==> src/tcc_pkg.sv <==
// Types, constants and the CORDIC arctangent table shared by the compass modules.
// No dependencies.
package tcc_pkg;

    localparam int TabLen = 24;
    localparam logic [31:0] InvGainQ30 = 32'd652032874;
    localparam logic [31:0] UnitsPerDeg = 32'd11930465;

    function automatic logic [31:0] atan_tab(input logic [4:0] i);
        logic [31:0] v;
        begin
            case (i)
                5'd0: v = 32'h20000000;
                5'd1: v = 32'h12E4051D;
                5'd2: v = 32'h09FB385B;
                5'd3: v = 32'h051111D4;
                5'd4: v = 32'h028B0D43;
                5'd5: v = 32'h0145D7E1;
                5'd6: v = 32'h00A2F61E;
                5'd7: v = 32'h00517C55;
                5'd8: v = 32'h0028BE53;
                5'd9: v = 32'h00145F2E;
                5'd10: v = 32'h000A2F98;
                5'd11: v = 32'h000517CC;
                5'd12: v = 32'h00028BE6;
                5'd13: v = 32'h000145F3;
                5'd14: v = 32'h0000A2F9;
                5'd15: v = 32'h0000517C;
                5'd16: v = 32'h000028BE;
                5'd17: v = 32'h0000145F;
                5'd18: v = 32'h00000A2F;
                5'd19: v = 32'h00000517;
                5'd20: v = 32'h0000028B;
                5'd21: v = 32'h00000145;
                5'd22: v = 32'h000000A2;
                5'd23: v = 32'h00000051;
                default: v = 32'h0;
            endcase
            return v;
        end
    endfunction

    // datapath operations
    typedef enum logic [3:0] {
        OP_NONE,
        OP_LOAD,      // latch sample
        OP_SQ_INIT,   // start isqrt for pitch or roll
        OP_SQ_STEP,
        OP_VEC_INIT,  // start atan2
        OP_VEC_STEP,
        OP_TILT_DONE, // degrees from atan2 result
        OP_ROT_INIT,  // start sin/cos
        OP_ROT_STEP,
        OP_ROT_DONE,
        OP_MUL,       // one product step
        OP_HEAD_INIT,
        OP_HEAD_DONE
    } op_t;

    typedef struct packed {
        op_t        op;
        logic       sel;   // 0 = pitch, 1 = roll
        logic [2:0] mstep; // product step index
    } cmd_t;

    typedef struct packed {
        logic sq_done;
        logic cordic_done;
    } status_t;

    localparam logic [0:0] CmdSample = 1'b0;
    localparam logic [0:0] CmdZero   = 1'b1;
    localparam logic [0:0] RegPitchTrim = 1'b0;
    localparam logic [0:0] RegRollTrim  = 1'b1;

endpackage

==> src/tcc_ctrl.sv <==
// Compass sequencer: walks isqrt, CORDIC and product steps for one word.
// Depends on tcc_pkg.
module tcc_ctrl import tcc_pkg::*; (
    input  logic    aclk,
    input  logic    aresetn,
    input  logic    s_valid,
    output logic    s_ready,
    input  logic    s_command,
    output logic    m_valid,
    input  logic    m_ready,
    output cmd_t    cmd,
    output logic    zero_heading,
    input  status_t status
);

    typedef enum logic [3:0] {
        S_IDLE, S_SQ_INIT, S_SQ, S_VEC_INIT, S_VEC, S_TILT,
        S_ROT_INIT, S_ROT, S_ROT_DONE, S_MUL, S_YFIX, S_HVEC, S_HEAD, S_OUT
    } state_t;

    state_t     state_reg;
    logic       sel_reg, armed_reg;
    logic [2:0] mstep_reg;

    assign s_ready      = (state_reg == S_IDLE);
    assign m_valid      = (state_reg == S_OUT);
    assign zero_heading = s_valid && s_ready && (s_command == CmdZero);

    always_comb begin
        cmd.sel   = sel_reg;
        cmd.mstep = mstep_reg;
        unique case (state_reg)
            S_IDLE:     cmd.op = (s_valid && s_command == CmdSample && armed_reg)
                                 ? OP_LOAD : OP_NONE;
            S_SQ_INIT:  cmd.op = OP_SQ_INIT;
            S_SQ:       cmd.op = status.sq_done ? OP_NONE : OP_SQ_STEP;
            S_VEC_INIT: cmd.op = OP_VEC_INIT;
            S_VEC:      cmd.op = status.cordic_done ? OP_NONE : OP_VEC_STEP;
            S_TILT:     cmd.op = OP_TILT_DONE;
            S_ROT_INIT: cmd.op = OP_ROT_INIT;
            S_ROT:      cmd.op = status.cordic_done ? OP_NONE : OP_ROT_STEP;
            S_ROT_DONE: cmd.op = OP_ROT_DONE;
            S_MUL:      cmd.op = OP_MUL;
            S_YFIX:     cmd.op = OP_HEAD_INIT;
            S_HVEC:     cmd.op = OP_VEC_INIT;
            S_HEAD:     cmd.op = OP_HEAD_DONE;
            S_OUT:      cmd.op = OP_NONE;
            default:    cmd.op = OP_NONE;
        endcase
        if (state_reg == S_HVEC) cmd.mstep = 3'd7;
    end

    always_ff @(posedge aclk) begin
        if (!aresetn) begin
            state_reg <= S_IDLE;
            sel_reg   <= 1'b0;
            armed_reg <= 1'b0;
            mstep_reg <= '0;
        end else begin
            unique case (state_reg)
                S_IDLE: if (s_valid && s_command == CmdSample) begin
                    if (armed_reg) begin
                        state_reg <= S_SQ_INIT;
                        sel_reg   <= 1'b0;
                    end
                    armed_reg <= 1'b1;
                end
                S_SQ_INIT: state_reg <= S_SQ;
                S_SQ:      if (status.sq_done) state_reg <= S_VEC_INIT;
                S_VEC_INIT: state_reg <= S_VEC;
                S_VEC:     if (status.cordic_done) state_reg <= S_TILT;
                S_TILT: begin
                    sel_reg   <= ~sel_reg;
                    state_reg <= sel_reg ? S_ROT_INIT : S_SQ_INIT;
                end
                S_ROT_INIT: state_reg <= S_ROT;
                S_ROT:     if (status.cordic_done) state_reg <= S_ROT_DONE;
                S_ROT_DONE: begin
                    sel_reg <= ~sel_reg;
                    mstep_reg <= '0;
                    state_reg <= sel_reg ? S_MUL : S_ROT_INIT;
                end
                S_MUL: begin
                    mstep_reg <= mstep_reg + 3'd1;
                    if (mstep_reg == 3'd6) state_reg <= S_YFIX;
                end
                S_YFIX:    state_reg <= S_HVEC;
                S_HVEC:    state_reg <= S_VEC;
                S_OUT:     if (m_ready) state_reg <= S_IDLE;
                S_HEAD:    state_reg <= S_OUT;
                default:   state_reg <= S_IDLE;
            endcase
            if (state_reg == S_VEC && status.cordic_done && mstep_reg == 3'd7)
                state_reg <= S_HEAD;
            if (state_reg == S_HVEC) mstep_reg <= 3'd7;
            if (state_reg == S_HEAD) mstep_reg <= '0;
        end
    end

    assert property (@(posedge aclk) disable iff (!aresetn) m_valid |-> !s_ready)
        else $error("result while accepting");
    assert property (@(posedge aclk) disable iff (!aresetn)
        (m_valid && !m_ready) |=> m_valid)
        else $error("result dropped");
    assert property (@(posedge aclk) disable iff (!aresetn)
        (state_reg == S_HEAD) |=> m_valid)
        else $error("heading not shown");

endmodule

==> config.mk <==
export PLATFORM = sky130hd
export DESIGN_NAME = tcc_ctrl
export DESIGN_NICKNAME = d
export VERILOG_FILES = /design/src/tcc_pkg.sv /design/src/tcc_ctrl.sv
export SDC_FILE = /design/constraint.sdc
export NUM_CORES = 1
export LEC_CHECK = 0
export BUFFER_PORTS_ARGS = -buffer_cell sky130_fd_sc_hd__buf_2
export CORE_MARGIN = 5
export CORE_UTILIZATION = 55
export CTS_BUF_LIST = sky130_fd_sc_hd__clkbuf_8
export CTS_CLUSTER_DIAMETER = 200
export DETAILED_ROUTE_END_ITERATION = 16
export PLACE_DENSITY_LB_ADDON = 0.1
export SYNTH_ARGS = -nofsm -noshare
export SYNTH_HDL_FRONTEND = slang
export SYNTH_SLANG_ARGS = --single-unit
==> constraint.sdc <==
create_clock -name aclk -period 2.1 [get_ports aclk]
set_clock_uncertainty 0.2 [all_clocks]
set_input_delay 0.42 -clock aclk [delete_from_list [all_inputs] [get_ports aclk]]
set_output_delay 0.42 -clock aclk [all_outputs]
set_load 0.02 [all_outputs]
# ---- Word level (Yosys, flattened, before mapping)
# Index checks and enable logic that the tools add are counted.
dict set report word_totals {
  ff_bits 9
  in_bits 7
  output_inout_bits 11
  wordCells 77
}
dict set report op_classes {
  n_addsub 1
  n_eq_ne 29
  n_mux 22
  n_bitwise 3
  n_reduce_logical 17
}
# op n
set ops {}
lappend ops {{$pmux W4 S13} 1}
lappend ops {{$pmux W4 S12} 1}
lappend ops {{$mux W4} 10}
lappend ops {{$eq A4 B4 Y1 const B} 6}
lappend ops {{$eq A4 B3 Y1 const B} 4}
lappend ops {{$reduce_and A7 Y1} 2}
lappend ops {{$mux W3} 4}
lappend ops {{$ne A3 B1 Y1 const B} 3}
lappend ops {{$ne A3 B3 Y1 const B} 3}
lappend ops {{$eq A4 B2 Y1 const B} 2}
lappend ops {{$ne A2 B2 Y1 const B} 4}
lappend ops {{$reduce_or A2 Y1} 4}
lappend ops {{$eq A3 B3 Y1 const B} 2}
lappend ops {{$logic_and A1 B1 Y1} 6}
lappend ops {{$ne A2 B1 Y1 const B} 3}
lappend ops {{$pmux W3 S2} 1}
lappend ops {{$eq A4 B1 Y1 const B} 1}
lappend ops {{$logic_not A4 Y1} 1}
lappend ops {{$add A3 B1 Y3 const B} 1}
lappend ops {{$mux W1} 3}
lappend ops {{$ne A3 B2 Y1 const B} 1}
lappend ops {{$not A1 Y1} 3}
lappend ops {{$reduce_and A3 Y1} 1}
lappend ops {{$reduce_bool A3 Y1} 1}
lappend ops {{other kinds (4)} 4}

# ---- Logic depth before layout (Yosys ltp)
# Gate-level depths: netlist of the first run.
dict set report logic_depth {
  depth_word 5
  ltp_mapped 6
  ltp_nobuf 6
}

# ---- Worst setup path before layout of the first run
# OpenSTA, ideal clock, no wires.
dict set report synth_timing {
  path_type {reg-to-output}
  from {register state_reg[2]}
  to {output m_valid}
  arrival_ns 1.345
  required_time_ns 1.480
  setup_slack_ns 0.135
  stages_incl_launch_ff 5
  n_path_buf 2
  cell_sequence {dfxtp_1 -> buf_4 -> buf_2 -> nand2_1 -> nor3b_1}
}
dict set report synth_between {
  elab_chain_cells 1
}
# item line_no
set synth_rtl {}
lappend synth_rtl {{start, declared} tcc_ctrl.sv:21} ;# state_t state_reg;
lappend synth_rtl {{start signal, assigned} tcc_ctrl.sv:74} ;# state_reg <= sel_reg ? S_ROT_INIT : S_SQ_INIT;
lappend synth_rtl {{start signal, assigned} tcc_ctrl.sv:81} ;# state_reg <= sel_reg ? S_MUL : S_ROT_INIT;
lappend synth_rtl {{$eq A4 B4 Y1} tcc_ctrl.sv:26} ;# assign m_valid = (state_reg == S_OUT);
lappend synth_rtl {{end, declared} tcc_ctrl.sv:9} ;# output logic m_valid,
# Every way passes these cells.

==> results.cfg, run 1 <==
[timing]
setup_viol = 0
fin_ws_ns = 0.0255
timing.final.crit_share_pct = 98.8
slew_headroom_pct = 69.0
tightest_slew_ns = 0.460
slew_viol_final = 0
fin_crit_ns = 2.07
fmax_mhz = 482
hold_violations = 0

[pwr]
power_density_mw_per_mm2 = 857
total_power_w = 0.000899
p_leak_nw = 0.505
peakVddDrop_mv = 0.556

[synthesis]
syn_inst = 116
ys_types = 40
async_flop_share_pct = 0
netlist_area_um2 = 881
synth.ff_latch_count = 9
synth_nets = 126
synth-main-ff-cell = dfxtp_1
synth_enable_flop_cells = 0
synth_warnings = 0
yosysSeqAreaShare_pct = 20.5
avgSynthCellArea_um2 = 7.59

[grt]
grt_pass1_vias = 770
grt_max_degree = 16
overflow = 0
grtUsageTotal_pct = 18.5
antenna_found_initial = 0
grt_pass1_wl_um = 3590

[die]
rows = 14
chipHeight_um = 50.0
fp.dieW_um = 50.0
start_util_pct = 58.5
fp.coreArea_mm2 = 0.00151
dieArea_mm2 = 0.00250
ioPinCount = 18

[placement]
port_buffers = 17
hpwl_um = 1610
finalWeightedCongestion = 0.807
pre_cts_ws_ns = 0.209

[worst_hold_path]
min_path_type = reg -> reg

[cells_and_area]
nNetsFinal = 146
fillCellCount = 131
largest_register_ffs = 4
layout_commonest_cell = nand2_1
num_antenna_cells = 0
final_cell_mix = nand2_1, buf_2, a21oi_1
drive_gt1_share_pct = 28.9
synthToLayoutAreaGrowth_pct = 19.0

[clock_network]
clock_path_buffers = 2
holdBufCountCts = 0
tritoncts = done
ctsHtreeMaxLevel = 1
numCtsBuffers = 3
cts.sinks = 9
clk_pin_slew_worst_paths_ns = 0.05
root_buffer = clkbuf_8
insertion_delay_ns = 0.24

[worst_setup_path]
crit_required_ns = 1.48
start_kind = flop
cp-end-kind = output port
cp.arrival_ns = 1.45
criticalPathCategory = reg -> out
cp_max_fo = 9

[detailed_routing]
totalWireLength_um = 2280
drtIter0Drc = 38
remaining_drc_errors = 0
final_antenna_net_count = 0
vias = 912
wl_per_cell_um = 15.1
viasPerCell = 6.04
first_pass_iters = 4

[run_status]
status = complete, no violations

[run]
maxCapViolCount = 0
## per-stage QoR
| step | cell area, µm² | cells | TNS (ns) | utilization, % | hold WS (ns) |
|---|---|---|---|---|---|
| after floorplan | 881 | 116 | 0 | - | 0.241 |
| after global placement | 972 | 146 | 0 | 64.5 | 0.259 |
| after detailed placement | 972 | 146 | 0 | 64.5 | 0.259 |
| after CTS | 1020 | 150 | 0 | 67.7 | 0.268 |
| after global routing | 1050 | 151 | -0.0134 | 69.6 | 0.285 |
| final | 1050 | 151 | 0 | 69.6 | 0.263 |
## metal layers
metal / up-vias / wire length [µm] / GRT usage (%)
met1: 436 / 978 / 24.0
met5: - / 0 / 0
met4: 0 / 37 / 7.86
met3: 5 / 108 / 3.92
li1: 450 / - / -
met2: 21 / 1160 / 29.1
## cell families after synthesis
group,Yosys count,share of synthesized area (%)
AOI/OAI and AO/OA,37,29.5
and+or+nand+nor,50,31.5
adders and majority gates,3,4.26
muxes,5,5.82
buffers and inverters,12,8.38
DFF,9,20.5
## final timing paths
path,start,endpoint,slack [ns],depth (start not counted)
min,armed_reg$_SDFFE_PN0P_,armed_reg$_SDFFE_PN0P_,0.26,1
max,state_reg[2]$_SDFFE_PN0P_,cmd[0],0.03,4
max reg2reg,state_reg[1]$_SDFFE_PP0P_,state_reg[1]$_SDFFE_PP0P_,0.42,5
min reg2reg,armed_reg$_SDFFE_PN0P_,armed_reg$_SDFFE_PN0P_,0.26,1
## worst max-delay path, stage by stage (launching register included)
cell	delay (ns)
dfxtp_2	0.38
nand2b_1	0.23
or2_2	0.35
nand2_1	0.09
buf_2	0.17
## final cells by class
class	instances	area, µm²	share of cell area, %
repair buffers	25	159	15.2
inverters	2	7.51	0.716
well taps	16	20.0	1.91
flip-flops and latches	9	185	17.7
multi-input cells	95	632	60.3
clock inverters	1	3.75	0.358
clock buffers	3	41.3	3.94
## what timing repair did
item / CTS / global route
endpoints found under the setup margin: 4 / 8
pin swaps: 0 / 2
gates resized for setup: 2 / 7
endpoints found under the hold margin: 0 / 0
buffers inserted: 0 / 1
## cell usage after synthesis (2+ instances only)
master / count / area [µm²]
a21oi_1: 11 / 55.1
and2_1: 2 / 12.5
buf_2: 5 / 25.0
buf_4: 2 / 15.0
buf_6: 2 / 22.5
dfxtp_1: 9 / 180
ha_1: 3 / 37.5
inv_1: 2 / 7.51
mux2i_1: 4 / 40.0
nand2_1: 17 / 63.8
nand2b_1: 7 / 43.8
nand3b_1: 2 / 15.0
nor2_1: 8 / 30.0
nor3b_1: 4 / 30.0
o21ai_0: 10 / 50.1
o31a_1: 2 / 17.5
o31ai_1: 2 / 15.0
or2_2: 2 / 12.5
## power breakdown
| group | total, W | internal, W | switching (W) | leakage, nW |
|---|---|---|---|---|
| sequential | 0.000221 | 0.000192 | 0.0000291 | 0.0748 |
| clock | 0.000206 | 0.000128 | 0.0000777 | 0.0269 |
| combinational | 0.000472 | 0.000213 | 0.000259 | 0.403 |
Power figures use the tool's default switching activity.
==> run 2: changes to the inputs <==
--- a/config.mk
+++ b/config.mk
@@ -12,6 +12,7 @@
 export CTS_CLUSTER_DIAMETER = 200
 export DETAILED_ROUTE_END_ITERATION = 16
 export PLACE_DENSITY_LB_ADDON = 0.1
+export SETUP_SLACK_MARGIN = 0.3
 export SYNTH_ARGS = -nofsm -noshare
 export SYNTH_HDL_FRONTEND = slang
 export SYNTH_SLANG_ARGS = --single-unit
==> results.cfg, run 2 (same netlist as run 1, synthesis figures left out) <==
[clock_network]
clk_pin_slew_worst_paths_ns = 0.05
cts.sinks = 9
tritoncts = done
root_buffer = clkbuf_8
clock_path_buffers = 2
insertion_delay_ns = 0.24
ctsHtreeMaxLevel = 1
numCtsBuffers = 3

[detailed_routing]
final_antenna_net_count = 0
totalWireLength_um = 2890
viasPerCell = 6.34
drtIter0Drc = 73
first_pass_iters = 5
remaining_drc_errors = 0
wl_per_cell_um = 17.5
vias = 1046

[placement]
place_inst = 146
hpwl_um = 1530
finalWeightedCongestion = 0.898
port_buffers = 17

[timing]
fmax_mhz = 487
setup_viol = 0
timing.final.crit_share_pct = 97.8
hold_violations = 0
fin_tns_setup_ns = 0
fin_crit_ns = 2.05
tightest_slew_ns = 0.480
slew_headroom_pct = 67.7
rsz0062_at_grt = true
slew_viol_final = 0

[die]
chipHeight_um = 50.0
fp.coreArea_mm2 = 0.00151
fp.dieW_um = 50.0
dieArea_mm2 = 0.00250
rows = 14
start_util_pct = 58.5
ioPinCount = 18

[cells_and_area]
final_cells = 165
drive_gt1_share_pct = 43.6
final_cell_mix = nand2_1, buf_4, buf_6
post-route-util_pct = 85.0
synthToLayoutAreaGrowth_pct = 45.5
num_antenna_cells = 0
largest_register_ffs = 4
multi_input_area_um2 = 696
fillCellCount = 89
nNetsFinal = 160
seqCellArea_um2 = 193

[worst_hold_path]
min_to = armed_reg$_SDFFE_PN0P_
min_path_type = reg -> reg
min_from = armed_reg$_SDFFE_PN0P_
hold_path_depth = 1

[worst_setup_path]
cp_common_cell = buf_6
max_stage_delay_ns = 0.39
crit_required_ns = 1.48
cp-end-kind = output port
cp_max_fo = 8
start_kind = flop
cpMaxStageDelayCell = dfxtp_4
criticalPathCategory = reg -> out
cp.arrival_ns = 1.43
r2r-end = state_reg[1]$_SDFFE_PP0P_
reg2reg_from = state_reg[3]$_SDFFE_PN0P_
r2r_cells = 8
r2r_slack_ns = 0.21
path_cells = buf_4, buf_6, nand2b_4, or2_4, nand2b_1, buf_6
setup.worst_path.start = state_reg[3]$_SDFFE_PN0P_

[run_status]
status = complete, no violations

[grt]
overflow = 0
grtUsageTotal_pct = 21.0
grt_pass1_vias = 948
antenna_found_initial = 0
grt_max_degree = 16
grt_pass1_wl_um = 4160

[run]
maxCapViolCount = 0

[pwr]
power_density_mw_per_mm2 = 851
peakVddDrop_mv = 0.665
p_leak_nw = 0.590
[run 2: worst max-delay path: cells and delay by family, from the launching register on]
family,cells,cell delay [ns]
AND/OR/NAND/NOR,3,0.46
buffers and inverters,3,0.35
flip-flops,1,0.39
[run 2: through the flow]
step	hold WS, ns	total power (W)	setup slack, ns	area [µm²]
2_1_floorplan	0.241	0.000578	0.301	915
3_3_place_gp	0.255	0.000690	0.213	993
3_5_place_dp	0.253	0.000694	0.198	993
4_1_cts	0.264	0.00101	0.109	1180
5_1_grt	0.291	0.00115	0.0294	1280
6_report	0.261	0.00109	0.0470	1280
[run 2: layout make-up]
cell class                 instances  area share [%]
clock buffer                       3            3.22
multi-input combinational         95            54.3
clock inverter                     1           0.293
timing repair buffer              39            25.0
tap                               16            1.56
sequential                         9            15.0
inverter                           2           0.586
[run 2: layer usage]
layer  wire length (µm)  part of all wire [%]  vias up  GRT usage, %
li1                   -                     -      484             -
met3                251                   8.7       17          3.92
met1               1180                    41      478          25.7
met2               1340                    46       67          33.3
met5                  0                     0        -             0
met4                121                   4.2        0          12.2
[run 2: worst max path at each step]
| stage | to | slack, ns |
|---|---|---|
| after floorplan | cmd[6] | 0.30 |
| after global placement | cmd[4] | 0.21 |
| after CTS | zero_heading | 0.11 |
| final | cmd[1] | 0.05 |
| after detailed placement | cmd[6] | 0.20 |
| after global routing | cmd[1] | 0.03 |
[run 2: what timing repair did]
action | 4_1_cts | 5_1_grt
hold buffers | 0 | 0
resized for setup | 32 | 10
cloned | 0 | 1
setup endpoints to repair | 14 | 14
hold endpoints to repair | 0 | 0
pin swaps | 7 | 6
setup buffers | 7 | 7
[run 2: power breakdown]
| part | internal [W] | switching [W] | total (W) |
|---|---|---|---|
| sequential | 0.000192 | 0.0000286 | 0.000221 |
| clock | 0.000128 | 0.0000774 | 0.000205 |
| combinational | 0.000343 | 0.000321 | 0.000664 |
